File: src/assert_macros.svh
// Assertion helpers used by the RTL controller. Synthesis builds see empty bodies.
`ifndef ASSERT_MACROS_SVH
`define ASSERT_MACROS_SVH

`ifndef SYNTHESIS

`define EKH_ASSERT(lbl, clk, rst, prop, msg) \
  lbl: assert property (@(posedge clk) disable iff (rst) (prop)) else $error(msg);

`define EKH_ASSERT_NEVER(lbl, clk, rst, cond, msg) \
  lbl: assert property (@(posedge clk) disable iff (rst) !(cond)) else $error(msg);

`else

`define EKH_ASSERT(lbl, clk, rst, prop, msg)

`define EKH_ASSERT_NEVER(lbl, clk, rst, cond, msg)

`endif

`endif

File: src/ekh_pkg.sv
package ekh_pkg;

  localparam int OP_W      = 2;
  localparam int ROW_W     = 3;
  localparam int COL_W     = 4;
  localparam int IN_SMP_W  = 12;
  localparam int CFG_W     = 12;
  localparam int LVL_W     = 13;
  localparam int PADDR_W   = 5;
  localparam int PDATA_W   = 32;
  localparam int REG_IDX_W = 3;

  localparam logic [CFG_W-1:0] RST_LOW_FLOOR         = 12'd300;
  localparam logic [CFG_W-1:0] RST_HIGH_FLOOR        = 12'd1000;
  localparam logic [CFG_W-1:0] RST_RELEASE_DEFAULT   = 12'd500;
  localparam logic [CFG_W-1:0] RST_ACTUATION_DEFAULT = 12'd550;
  localparam logic [CFG_W-1:0] RST_ACT_MARGIN        = 12'd70;
  localparam logic [CFG_W-1:0] RST_REL_MARGIN        = 12'd50;

  typedef enum logic [OP_W-1:0] {
    OP_SAMPLE    = 2'd0,
    OP_RECOMPUTE = 2'd1,
    OP_DEFAULTS  = 2'd2
  } op_t;

  typedef enum logic [REG_IDX_W-1:0] {
    REG_LOW_FLOOR         = 3'd0,
    REG_HIGH_FLOOR        = 3'd1,
    REG_RELEASE_DEFAULT   = 3'd2,
    REG_ACTUATION_DEFAULT = 3'd3,
    REG_ACT_MARGIN        = 3'd4,
    REG_REL_MARGIN        = 3'd5
  } reg_idx_t;

  typedef enum logic [1:0] {
    MODE_RECOMPUTE,
    MODE_DEFAULTS,
    MODE_RESET
  } sweep_mode_t;

  typedef enum logic [1:0] {
    EMIT_KEY,
    EMIT_ECHO,
    EMIT_ZERO
  } emit_kind_t;

  typedef struct packed {
    logic [CFG_W-1:0] low_floor;
    logic [CFG_W-1:0] high_floor;
    logic [CFG_W-1:0] release_default;
    logic [CFG_W-1:0] actuation_default;
    logic [CFG_W-1:0] act_margin;
    logic [CFG_W-1:0] rel_margin;
  } cfg_t;

  typedef struct packed {
    logic        capture;
    logic        rd_en;
    logic        rd_sweep;
    logic        calc;
    logic        sample_wr;
    logic        sweep_wr;
    sweep_mode_t mode;
    logic        out_load;
    emit_kind_t  kind;
  } cmd_t;

  typedef struct packed {
    logic [OP_W-1:0] op;
    logic            in_range;
    logic            out_free;
  } sts_t;

endpackage

File: src/ekh_regs.sv
module ekh_regs import ekh_pkg::*; (
  input  logic               clk,
  input  logic               rst,
  input  logic               psel,
  input  logic               penable,
  input  logic               pwrite,
  input  logic [PADDR_W-1:0] paddr,
  input  logic [PDATA_W-1:0] pwdata,
  output logic [PDATA_W-1:0] prdata,
  output cfg_t               cfg
);

  logic [REG_IDX_W-1:0] reg_idx;
  logic                 wr_en;

  assign reg_idx = paddr[PADDR_W-1:2];
  assign wr_en   = psel && penable && pwrite;

  always_ff @(posedge clk) begin
    if (rst) begin
      cfg.low_floor         <= RST_LOW_FLOOR;
      cfg.high_floor        <= RST_HIGH_FLOOR;
      cfg.release_default   <= RST_RELEASE_DEFAULT;
      cfg.actuation_default <= RST_ACTUATION_DEFAULT;
      cfg.act_margin        <= RST_ACT_MARGIN;
      cfg.rel_margin        <= RST_REL_MARGIN;
    end else if (wr_en) begin
      case (reg_idx)
        REG_LOW_FLOOR:         cfg.low_floor         <= pwdata[CFG_W-1:0];
        REG_HIGH_FLOOR:        cfg.high_floor        <= pwdata[CFG_W-1:0];
        REG_RELEASE_DEFAULT:   cfg.release_default   <= pwdata[CFG_W-1:0];
        REG_ACTUATION_DEFAULT: cfg.actuation_default <= pwdata[CFG_W-1:0];
        REG_ACT_MARGIN:        cfg.act_margin        <= pwdata[CFG_W-1:0];
        REG_REL_MARGIN:        cfg.rel_margin        <= pwdata[CFG_W-1:0];
        default: ;
      endcase
    end
  end

  always_comb begin
    case (reg_idx)
      REG_LOW_FLOOR:         prdata = PDATA_W'(cfg.low_floor);
      REG_HIGH_FLOOR:        prdata = PDATA_W'(cfg.high_floor);
      REG_RELEASE_DEFAULT:   prdata = PDATA_W'(cfg.release_default);
      REG_ACTUATION_DEFAULT: prdata = PDATA_W'(cfg.actuation_default);
      REG_ACT_MARGIN:        prdata = PDATA_W'(cfg.act_margin);
      REG_REL_MARGIN:        prdata = PDATA_W'(cfg.rel_margin);
      default:               prdata = '0;
    endcase
  end

endmodule

File: config.mk
export PLATFORM = sky130hd
export DESIGN_NAME = ekh_regs
export DESIGN_NICKNAME = d
export VERILOG_FILES = /design/src/assert_macros.svh /design/src/ekh_pkg.sv /design/src/ekh_regs.sv
export SDC_FILE = /design/constraint.sdc
export NUM_CORES = 1
export LEC_CHECK = 0
export BUFFER_PORTS_ARGS = -buffer_cell sky130_fd_sc_hd__buf_4
export CORE_AREA = 3 3 100 102
export CTS_BUF_LIST = sky130_fd_sc_hd__clkbuf_16
export CTS_CLUSTER_DIAMETER = 80
export CTS_CLUSTER_SIZE = 16
export DETAILED_ROUTE_END_ITERATION = 8
export DIE_AREA = 0 0 103 105
export PLACE_DENSITY = 0.67
export SETUP_SLACK_MARGIN = 0.4
export SLEW_MARGIN = 40
export SYNTH_ARGS = -nofsm -noshare
export SYNTH_HDL_FRONTEND = slang
export SYNTH_SLANG_ARGS = --single-unit
File: constraint.sdc
create_clock -name clk -period 3 [get_ports clk]
set_input_delay 0.15 -clock clk [delete_from_list [all_inputs] [get_ports clk]]
set_output_delay 0.15 -clock clk [all_outputs]
set_load 0.01 [all_outputs]
==> flow_summary.ini <==
[run_status]
outcome = complete, no violations

[clock_tree]
root_buffer = clkbuf_16
cts_tree = yes
cts_sinks = 72
worstSkewPairLatency_ns = 0.33
numCtsBuffers = 9
postCtsHoldBufs = 0
clkTransAtPathRegs_ns = 0.06
clockBufferDepth = 2
htreeDepth = 3
cts.repair.resized = 0
postCtsSetupBuffers = 0

[sta]
tightest_slew_ns = 0.832
hold_viol_final = 0
drv_slew = 0
setup_tns_ns = 0
setup_viol = 0
rsz0062_at_grt = no
finalWorstSetupSlack_ns = 1.13
fmax_mhz = 535
layout_min_cycle_time_ns = 1.87
period_share_pct = 62.3
fin_skew_ns = 0
max_slew_margin_pct = 44.3

[place]
port_buffers = 103
gp_congestion = 0.835
place_ws_ns = 1.09
place_hpwl_mm = 7.62

[yosys]
synthXorXnorAreaFrac_pct = 0
synth-edff-count = 0
postSynth.asyncResetShare_pct = 0
synth_area_um2 = 3680
synth_area_leaders = dfxtp_1 39%, mux2i_1 12%, buf_4 6.1%
ys_warn_count = 0
synthFlopType = dfxtp_1
yosys.area_share.adder_pct = 0
syn_inst = 406
synth-simple-area-share_pct = 16.8
yosysTopAreaCell = dfxtp_1
yosysUniqueCellTypes = 38
synth-seq-cells = 72
synth_top_family_by_area = multiplexers
synth_seq_area_share_pct = 39.2
synthMuxAreaShare_pct = 18.1
synth_compound_area_share_pct = 15.5
netlist.area_leader.share_pct = 39.2
syn_avg_cell_area_um2 = 9.06

[final_layout]
largest_register_ffs = 72
reg_top3 = cfg (72)
utilization_pct = 50.5
regMostFlops = cfg
area_growth_pct = 26.2
final_cell_mix = 107 x buf_4, 72 x dfxtp_1, 43 x mux2i_1
drive_above_1_share_pct = 31.0
nNetsFinal = 531
num_antenna_cells = 0
layout_commonest_cell = buf_4

[floorplanning]
design.die.area_um2 = 10800
io_pins = 146
die_h_um = 105
rows = 35
core_um2 = 9200
start_util_pct = 40.0
fp.dieW_um = 103

[pwr]
fin_total_pwr_mw = 2.24
p_leak_nw = 2.00
p_seq_share_pct = 43.3
net-switching-power_mw = 0.560
p_clk_share_pct = 46.8
max-vdd-ir-drop_mv = 0.277
pwr_density_cell_nw_per_um2 = 483
switching_share_pct = 25.0
power.internal_mw = 1.68
p_comb_share_pct = 9.9

[critical_path]
required_ns = 2.85
cp.arrival_ns = 1.72
critPathMaxFanout = 27
setup.worst_path.start_class = input pin
critical_path_class = in -> out
rrSetupSlack_ns = 2.28
endpoint_kind = output pin

[job]
timing.max_cap.violations = 0

[drt]
drc = 0
wire_per_inst_um = 18.6
drtIter0Drc = 198
drt-total-wl_mm = 11.2
drtPass1Iterations = 4
via_per_inst = 5.59
vias = 3381
drtAntennaViolNets = 0

[global_routing]
grt_pass1_vias = 3313
grt_pass1_wl_mm = 17.6
grt_usage_pct = 21.0
grt_remaining_overflow = 0
grt_max_degree = 90
antenna_found_initial = 0

[min_path]
min_path_type = in -> reg
[path summary, 6_finish.rpt]
check | to | depth (start not counted) | startpoint
worst max register to register | cfg[28] | 2 | cfg[28]
worst min register to register | cfg[67] | 2 | cfg[67]
worst min-delay path | cfg[17] | 3 | pwdata[5]
worst max-delay path | prdata[10] | 6 | paddr[3]
[worst max-delay path: stages]
cell	delay, ns
buf_4	0.33
nor2b_1	0.53
buf_4	0.29
a32oi_1	0.06
o21ai_0	0.16
buf_4	0.18
[layout make-up]
type | instances | area (um^2)
fillers | 893 | 4560
multi-input cells | 294 | 1930
flip-flops and latches | 72 | 1440
repair buffers | 108 | 823
clock buffers | 9 | 225
well taps | 111 | 139
clock inverters | 7 | 62.6
inverters | 4 | 15.0
[metal layers]
metal  track usage (%)  up-vias  routed length, um
met5                 0        -                  0
met4              5.37        0                153
met3              5.74       13                816
met2              33.4      141               5430
met1              27.8     1659               4840
li1                  -     1568                  -
[power groups by stage]
stage                     clock network (mW)  logic, mW  registers (mW)
final                                   1.05      0.223           0.969
after CTS                               1.06      0.219           0.969
after floorplan                            0      0.157           0.992
after detailed placement                   0      0.218           0.990
after global placement                     0      0.215           0.990
after global routing                    1.10      0.241           0.970
[Yosys cell counts, types with 2 or more instances]
master    number
dfxtp_1       72
mux2i_1       43
o21ai_0       40
nor2_1        38
a21oi_1       34
nand3_1       33
buf_4         30
nand2b_1      24
mux2_2        19
clkbuf_1      11
a22oi_1        8
a32oi_1        7
buf_2          7
buf_6          4
nand2_1        4
a221o_1        3
inv_1          3
nor2b_1        3
o32ai_1        3
clkbuf_2       2
[logic make-up after synthesis]
group                  count (synthesis)
AO/OA/AOI/OAI                         97
buffers and inverters                 59
flip-flops                            72
multiplexers                          63
other                                  1
AND/OR/NAND/NOR                      114
[through the flow]
stage	instance area (um^2)	hold WS, ns	std cells
after floorplan	3750	0.298	425
after global placement	4330	0.426	588
after CTS	4620	0.0915	604
after detailed placement	4330	0.445	588
final	4640	0.0931	605
after global routing	4640	0.0900	605
No activity file was read; power rests on OpenSTA's default activity.
