===== src/assert_macros.svh =====
// Assertion helpers used by the RTL controller. Synthesis builds see empty bodies.
`ifndef ASSERT_MACROS_SVH
`define ASSERT_MACROS_SVH

`ifndef SYNTHESIS

`define EKH_ASSERT(lbl, clk, rst, prop, msg) \
  lbl: assert property (@(posedge clk) disable iff (rst) (prop)) else $error(msg);

`define EKH_ASSERT_NEVER(lbl, clk, rst, cond, msg) \
  lbl: assert property (@(posedge clk) disable iff (rst) !(cond)) else $error(msg);

`else

`define EKH_ASSERT(lbl, clk, rst, prop, msg)

`define EKH_ASSERT_NEVER(lbl, clk, rst, cond, msg)

`endif

`endif


===== src/ekh_pkg.sv =====
package ekh_pkg;

  localparam int OP_W      = 2;
  localparam int ROW_W     = 3;
  localparam int COL_W     = 4;
  localparam int IN_SMP_W  = 12;
  localparam int CFG_W     = 12;
  localparam int LVL_W     = 13;
  localparam int PADDR_W   = 5;
  localparam int PDATA_W   = 32;
  localparam int REG_IDX_W = 3;

  localparam logic [CFG_W-1:0] RST_LOW_FLOOR         = 12'd300;
  localparam logic [CFG_W-1:0] RST_HIGH_FLOOR        = 12'd1000;
  localparam logic [CFG_W-1:0] RST_RELEASE_DEFAULT   = 12'd500;
  localparam logic [CFG_W-1:0] RST_ACTUATION_DEFAULT = 12'd550;
  localparam logic [CFG_W-1:0] RST_ACT_MARGIN        = 12'd70;
  localparam logic [CFG_W-1:0] RST_REL_MARGIN        = 12'd50;

  typedef enum logic [OP_W-1:0] {
    OP_SAMPLE    = 2'd0,
    OP_RECOMPUTE = 2'd1,
    OP_DEFAULTS  = 2'd2
  } op_t;

  typedef enum logic [REG_IDX_W-1:0] {
    REG_LOW_FLOOR         = 3'd0,
    REG_HIGH_FLOOR        = 3'd1,
    REG_RELEASE_DEFAULT   = 3'd2,
    REG_ACTUATION_DEFAULT = 3'd3,
    REG_ACT_MARGIN        = 3'd4,
    REG_REL_MARGIN        = 3'd5
  } reg_idx_t;

  typedef enum logic [1:0] {
    MODE_RECOMPUTE,
    MODE_DEFAULTS,
    MODE_RESET
  } sweep_mode_t;

  typedef enum logic [1:0] {
    EMIT_KEY,
    EMIT_ECHO,
    EMIT_ZERO
  } emit_kind_t;

  typedef struct packed {
    logic [CFG_W-1:0] low_floor;
    logic [CFG_W-1:0] high_floor;
    logic [CFG_W-1:0] release_default;
    logic [CFG_W-1:0] actuation_default;
    logic [CFG_W-1:0] act_margin;
    logic [CFG_W-1:0] rel_margin;
  } cfg_t;

  typedef struct packed {
    logic        capture;
    logic        rd_en;
    logic        rd_sweep;
    logic        calc;
    logic        sample_wr;
    logic        sweep_wr;
    sweep_mode_t mode;
    logic        out_load;
    emit_kind_t  kind;
  } cmd_t;

  typedef struct packed {
    logic [OP_W-1:0] op;
    logic            in_range;
    logic            out_free;
  } sts_t;

endpackage


===== src/ekh_ctrl.sv =====
`include "assert_macros.svh"

module ekh_ctrl import ekh_pkg::*; #(
  parameter int NKEYS = 128
) (
  input  logic                                    clk,
  input  logic                                    rst,
  input  logic                                    req_valid,
  output logic                                    req_ready,
  input  sts_t                                    sts,
  output cmd_t                                    cmd,
  output logic [((NKEYS > 1) ? $clog2(NKEYS) : 1)-1:0] sweep_addr
);

  localparam int AW    = (NKEYS > 1) ? $clog2(NKEYS) : 1;
  localparam int CNT_W = $clog2(NKEYS + 1);

  typedef enum logic [2:0] {
    ST_IDLE,
    ST_DISPATCH,
    ST_CALC,
    ST_WRITE,
    ST_SWEEP,
    ST_EMIT
  } state_t;

  state_t          state;
  logic [CNT_W-1:0] cnt;
  sweep_mode_t     mode;
  emit_kind_t      kind;
  logic            cnt_done;

  assign cnt_done   = (cnt == CNT_W'(NKEYS));
  assign sweep_addr = cnt[AW-1:0];

  always_comb begin
    req_ready     = 1'b0;
    cmd           = '0;
    cmd.mode      = mode;
    cmd.kind      = kind;
    case (state)
      ST_IDLE: begin
        req_ready   = 1'b1;
        cmd.capture = req_valid;
      end
      ST_DISPATCH: begin
        cmd.rd_en = (sts.op == OP_SAMPLE) && sts.in_range;
      end
      ST_CALC: begin
        cmd.calc = 1'b1;
      end
      ST_WRITE: begin
        cmd.sample_wr = 1'b1;
        cmd.out_load  = sts.out_free;
        cmd.kind      = EMIT_KEY;
      end
      ST_SWEEP: begin
        // read one key ahead of the write-back
        cmd.rd_en    = !cnt_done;
        cmd.rd_sweep = 1'b1;
        cmd.sweep_wr = (cnt != '0);
      end
      ST_EMIT: begin
        cmd.out_load = sts.out_free;
      end
      default: ;
    endcase
  end

  always_ff @(posedge clk) begin
    if (rst) begin
      state <= ST_SWEEP;
      cnt   <= '0;
      mode  <= MODE_RESET;
      kind  <= EMIT_ZERO;
    end else begin
      case (state)
        ST_IDLE: begin
          if (req_valid) begin
            state <= ST_DISPATCH;
          end
        end
        ST_DISPATCH: begin
          cnt <= '0;
          case (sts.op)
            OP_SAMPLE: begin
              if (sts.in_range) begin
                state <= ST_CALC;
              end else begin
                kind  <= EMIT_ECHO;
                state <= ST_EMIT;
              end
            end
            OP_RECOMPUTE: begin
              mode  <= MODE_RECOMPUTE;
              state <= ST_SWEEP;
            end
            OP_DEFAULTS: begin
              mode  <= MODE_DEFAULTS;
              state <= ST_SWEEP;
            end
            default: begin
              kind  <= EMIT_ZERO;
              state <= ST_EMIT;
            end
          endcase
        end
        ST_CALC: begin
          state <= ST_WRITE;
        end
        ST_WRITE: begin
          kind <= EMIT_KEY;
          if (sts.out_free) begin
            state <= ST_IDLE;
          end else begin
            state <= ST_EMIT;
          end
        end
        ST_SWEEP: begin
          if (cnt_done) begin
            kind <= EMIT_ZERO;
            // the power-up pass reports nothing
            if (mode == MODE_RESET) begin
              state <= ST_IDLE;
            end else begin
              state <= ST_EMIT;
            end
          end else begin
            cnt <= cnt + CNT_W'(1);
          end
        end
        ST_EMIT: begin
          if (sts.out_free) begin
            state <= ST_IDLE;
          end
        end
        default: state <= ST_IDLE;
      endcase
    end
  end

  `EKH_ASSERT(a_busy_after_accept, clk, rst, (req_valid && req_ready) |=> !req_ready, "accepted while busy")
  `EKH_ASSERT_NEVER(a_one_writer, clk, rst, cmd.sample_wr && cmd.sweep_wr, "two memory writers")
  `EKH_ASSERT(a_load_when_free, clk, rst, cmd.out_load |-> sts.out_free, "result overwritten")
  `EKH_ASSERT(a_calc_then_write, clk, rst, cmd.calc |=> cmd.sample_wr, "calc not written back")

endmodule


===== config.mk =====
export PLATFORM = sky130hd
export DESIGN_NAME = ekh_ctrl
export DESIGN_NICKNAME = d
export VERILOG_FILES = /design/src/ekh_pkg.sv /design/src/ekh_ctrl.sv
export VERILOG_INCLUDE_DIRS = /design/src /design/src/src
export SDC_FILE = /design/constraint.sdc
export NUM_CORES = 1
export LEC_CHECK = 0
export BUFFER_PORTS_ARGS = -buffer_cell sky130_fd_sc_hd__buf_4
export CAP_MARGIN = 40
export CELL_PAD_IN_SITES_DETAIL_PLACEMENT = 1
export CELL_PAD_IN_SITES_GLOBAL_PLACEMENT = 1
export CORE_MARGIN = 5
export CORE_UTILIZATION = 30
export DETAILED_ROUTE_END_ITERATION = 10
export GPL_TIMING_DRIVEN = 1
export PLACE_DENSITY_LB_ADDON = 0.2
export RECOVER_POWER = 50
export SKIP_CTS_REPAIR_TIMING = 1
export SLEW_MARGIN = 20
export SYNTH_ARGS = -nofsm -noshare
export SYNTH_HDL_FRONTEND = slang
export SYNTH_SLANG_ARGS = --single-unit

===== constraint.sdc =====
create_clock -name clk -period 2.3 [get_ports clk]
set_clock_uncertainty 0.05 [all_clocks]
set_input_delay 0.23 -clock clk [delete_from_list [all_inputs] [get_ports clk]]
set_output_delay 0.23 -clock clk [all_outputs]
set_load 0.03 [all_outputs]

==> flow_summary_export.csv <==
group,metric,value,unit
clock_tree,cts-root-buf,"clkbuf_4",
floorplan,design.core.area,3310,sq um
cells_and_area,fillCellCount,421,
detailed_routing,avgViaCountPerCell,4.80,
job,maxCapViolCount,0,
cells_and_area,finish.utilization,35.6,%
cells_and_area,layout_common_cells,"dfxtp_1, buf_4, nor2_1, clkbuf_1, inv_1",
detailed_routing,ant_nets,0,
synth,synth_cell_types,39,
sta,setup_viol,0,
detailed_routing,wl_met3,104,microns
clock_tree,cts_tree,"done",
critical_path,critPathKind,"reg2out",
cells_and_area,drive_gt1_share,18.6,%
global_routing,grt_pass1_vias,923,
sta,tightest_slew,413,ps
sta,max_freq,0.462,GHz
power,leakage,0.477,nW
detailed_routing,dr_wl_met2,1.14,mm
sta,fin_crit,2160,ps
detailed_routing,firstDrtPassIters,4,
cells_and_area,multi_input_area,607,sq um
global_routing,grt_max_degree,13,
detailed_routing,drc,0,
place,place_ws,448,ps
power,power.density,427,nW/um^2
critical_path,cp.required,2020,ps
place,port_buffers,25,
power,max-vdd-ir-drop,0.184,mV
cells_and_area,regArea,300,sq um
floorplan,die_w,68.3,microns
synth,ys_seq_area_share,29.5,%
synth,synth_edf_count,0,
detailed_routing,top_layer_used,"met4",
floorplan,start_util,30.8,%
sta,finalHoldViolations,0,
synth,synthesis.area,1020,sq um
synth,syn_inst,121,
cells_and_area,area_growth,15.7,%
detailed_routing,vias,892,
global_routing,grt_antenna_before_repair,0,
place,gp_congestion,0.861,
floorplan,die_area,4660,sq um
synth,dominantRegCellSynth,"dfxtp_1",
detailed_routing,routed_wl,2.51,mm
synth,synth_top_area_share,29.5,%
global_routing,grt_usage,12.6,%
sta,finalCritPeriodShare,94.1,%
synth,ys_ff_latch,15,
detailed_routing,wl_per_cell,13.5,microns
synth,ys_warn_count,0,
floorplan,row_count,21,
detailed_routing,m1WireLength,1.22,mm
sta,timing.slew.headroom,72.1,%
synth,syn_nets,133,
hold_path,timing.hold.worst.class,"in2reg",
floorplan,ios,26,
synth,yosys.area.top_type,"dfxtp_1",
clock_tree,cts-htree-levels,1,
outcome,status,"finished clean",
clock_tree,clk_path_buf_depth,2,
place,place_hpwl,2.02,mm
sta,slew_violations,0,
synth,async_reset_ff_share,0,%
clock_tree,cts_buffers,3,
sta,fin_setup_tns,0,ps
global_routing,grt_pass1_wl,4.42,mm
critical_path,cp_max_fo,11,
clock_tree,clock-sinks,15,
detailed_routing,drtIter0Drc,21,
global_routing,gr-total-overflow,0,
critical_path,critPathLaunchType,"flop",
sta,rsz0062_at_grt,"false",
cells_and_area,layout.nets,153,
clock_tree,clk_latency,290,ps
synth,avgSynthCellArea,8.42,sq um
clock_tree,clkSlewWorstSetupHoldPaths,90,ps
cells_and_area,num_antenna_cells,0,
critical_path,arrival,1880,ps
sta,setup_slack,136,ps
floorplan,die_h,68.3,microns
synth,synth_area_leaders,"dfxtp_1, ha_1, buf_4, nor2_1, a21oi_1",
critical_path,critPathCaptureType,"output pin",
-- final timing paths --
kind | cells after the start | slack, ps | endpoint | start
worst min-delay path | 2 | 120 | state[0]$_SDFFE_PP0P_ | rst
worst min register to register | 1 | 430 | mode[1]$_SDFFE_PP1P_ | mode[1]$_SDFFE_PP1P_
worst max-delay path | 5 | 140 | cmd[9] | state[2]$_SDFFE_PP1P_
worst max register to register | 5 | 510 | cnt[3]$_SDFFE_PP0P_ | state[2]$_SDFFE_PP1P_
-- routing by layer --
layer	vias to the layer above	global-route usage (%)
met4	0	5.21
met3	5	3.78
met2	17	20.3
met1	415	15.6
li1	455	-
met5	-	0
-- area by class of cell --
type	count	share of cell area [%]
inverter	8	2.55
timing repair buffer	27	13.4
sequential	15	25.5
multi-input combinational	86	51.5
clock buffer	4	2.23
tap	46	4.88
-- cells in the mapped netlist (all sizes together), types with 4 or more instances --
master  count
nor4b       4
nand2b      4
nand2       5
xor2        4
nand3       4
a21oi       8
inv         8
xnor2       4
dfxtp      15
buf        10
ha          5
nor2       13
-- where the power goes --
part / switching, W / internal, W
Combinational: 0.0000463 / 0.0000289
Sequential: 0.00000776 / 0.000264
Clock: 0.0000890 / 0.0000675
Total: 0.000143 / 0.000361
-- flip-flops by register name, summed over array words and instances (netlist names) --
name   count
cnt        8
state      3
mode       2
kind       2
-- worst max-delay path, cell delays in order, from the launching register on --
cell and delay [ps]:
dfxtp_1 550, or3b_4 470, inv_1 220, o21ai_4 110, nand2_1 80, buf_4 150
-- cells by family (layout without fill, tap and decap cells) --
family                     after synthesis  count (layout)  synth area share (%)
AOI/OAI and AO/OA                       20              20                  13.8
xor gates and xnor gates                 8               8                  6.88
adders and majority gates                5               5                  6.14
and+or+nand+nor                         53              53                  32.8
buffers and inverters                   20              39                  10.9
DFF                                     15              15                  29.5
-- through the flow --
step                      hold slack, ps  cells  area (sq um)  total power (W)
final                                122    186          1180         0.000504
after global placement               408    182          1200         0.000358
after detailed placement             418    182          1200         0.000358
after global routing                 127    186          1180         0.000530
after floorplan                      353    121          1020         0.000335
after CTS                            115    186          1220         0.000515
(Power assumes the default switching activity.)
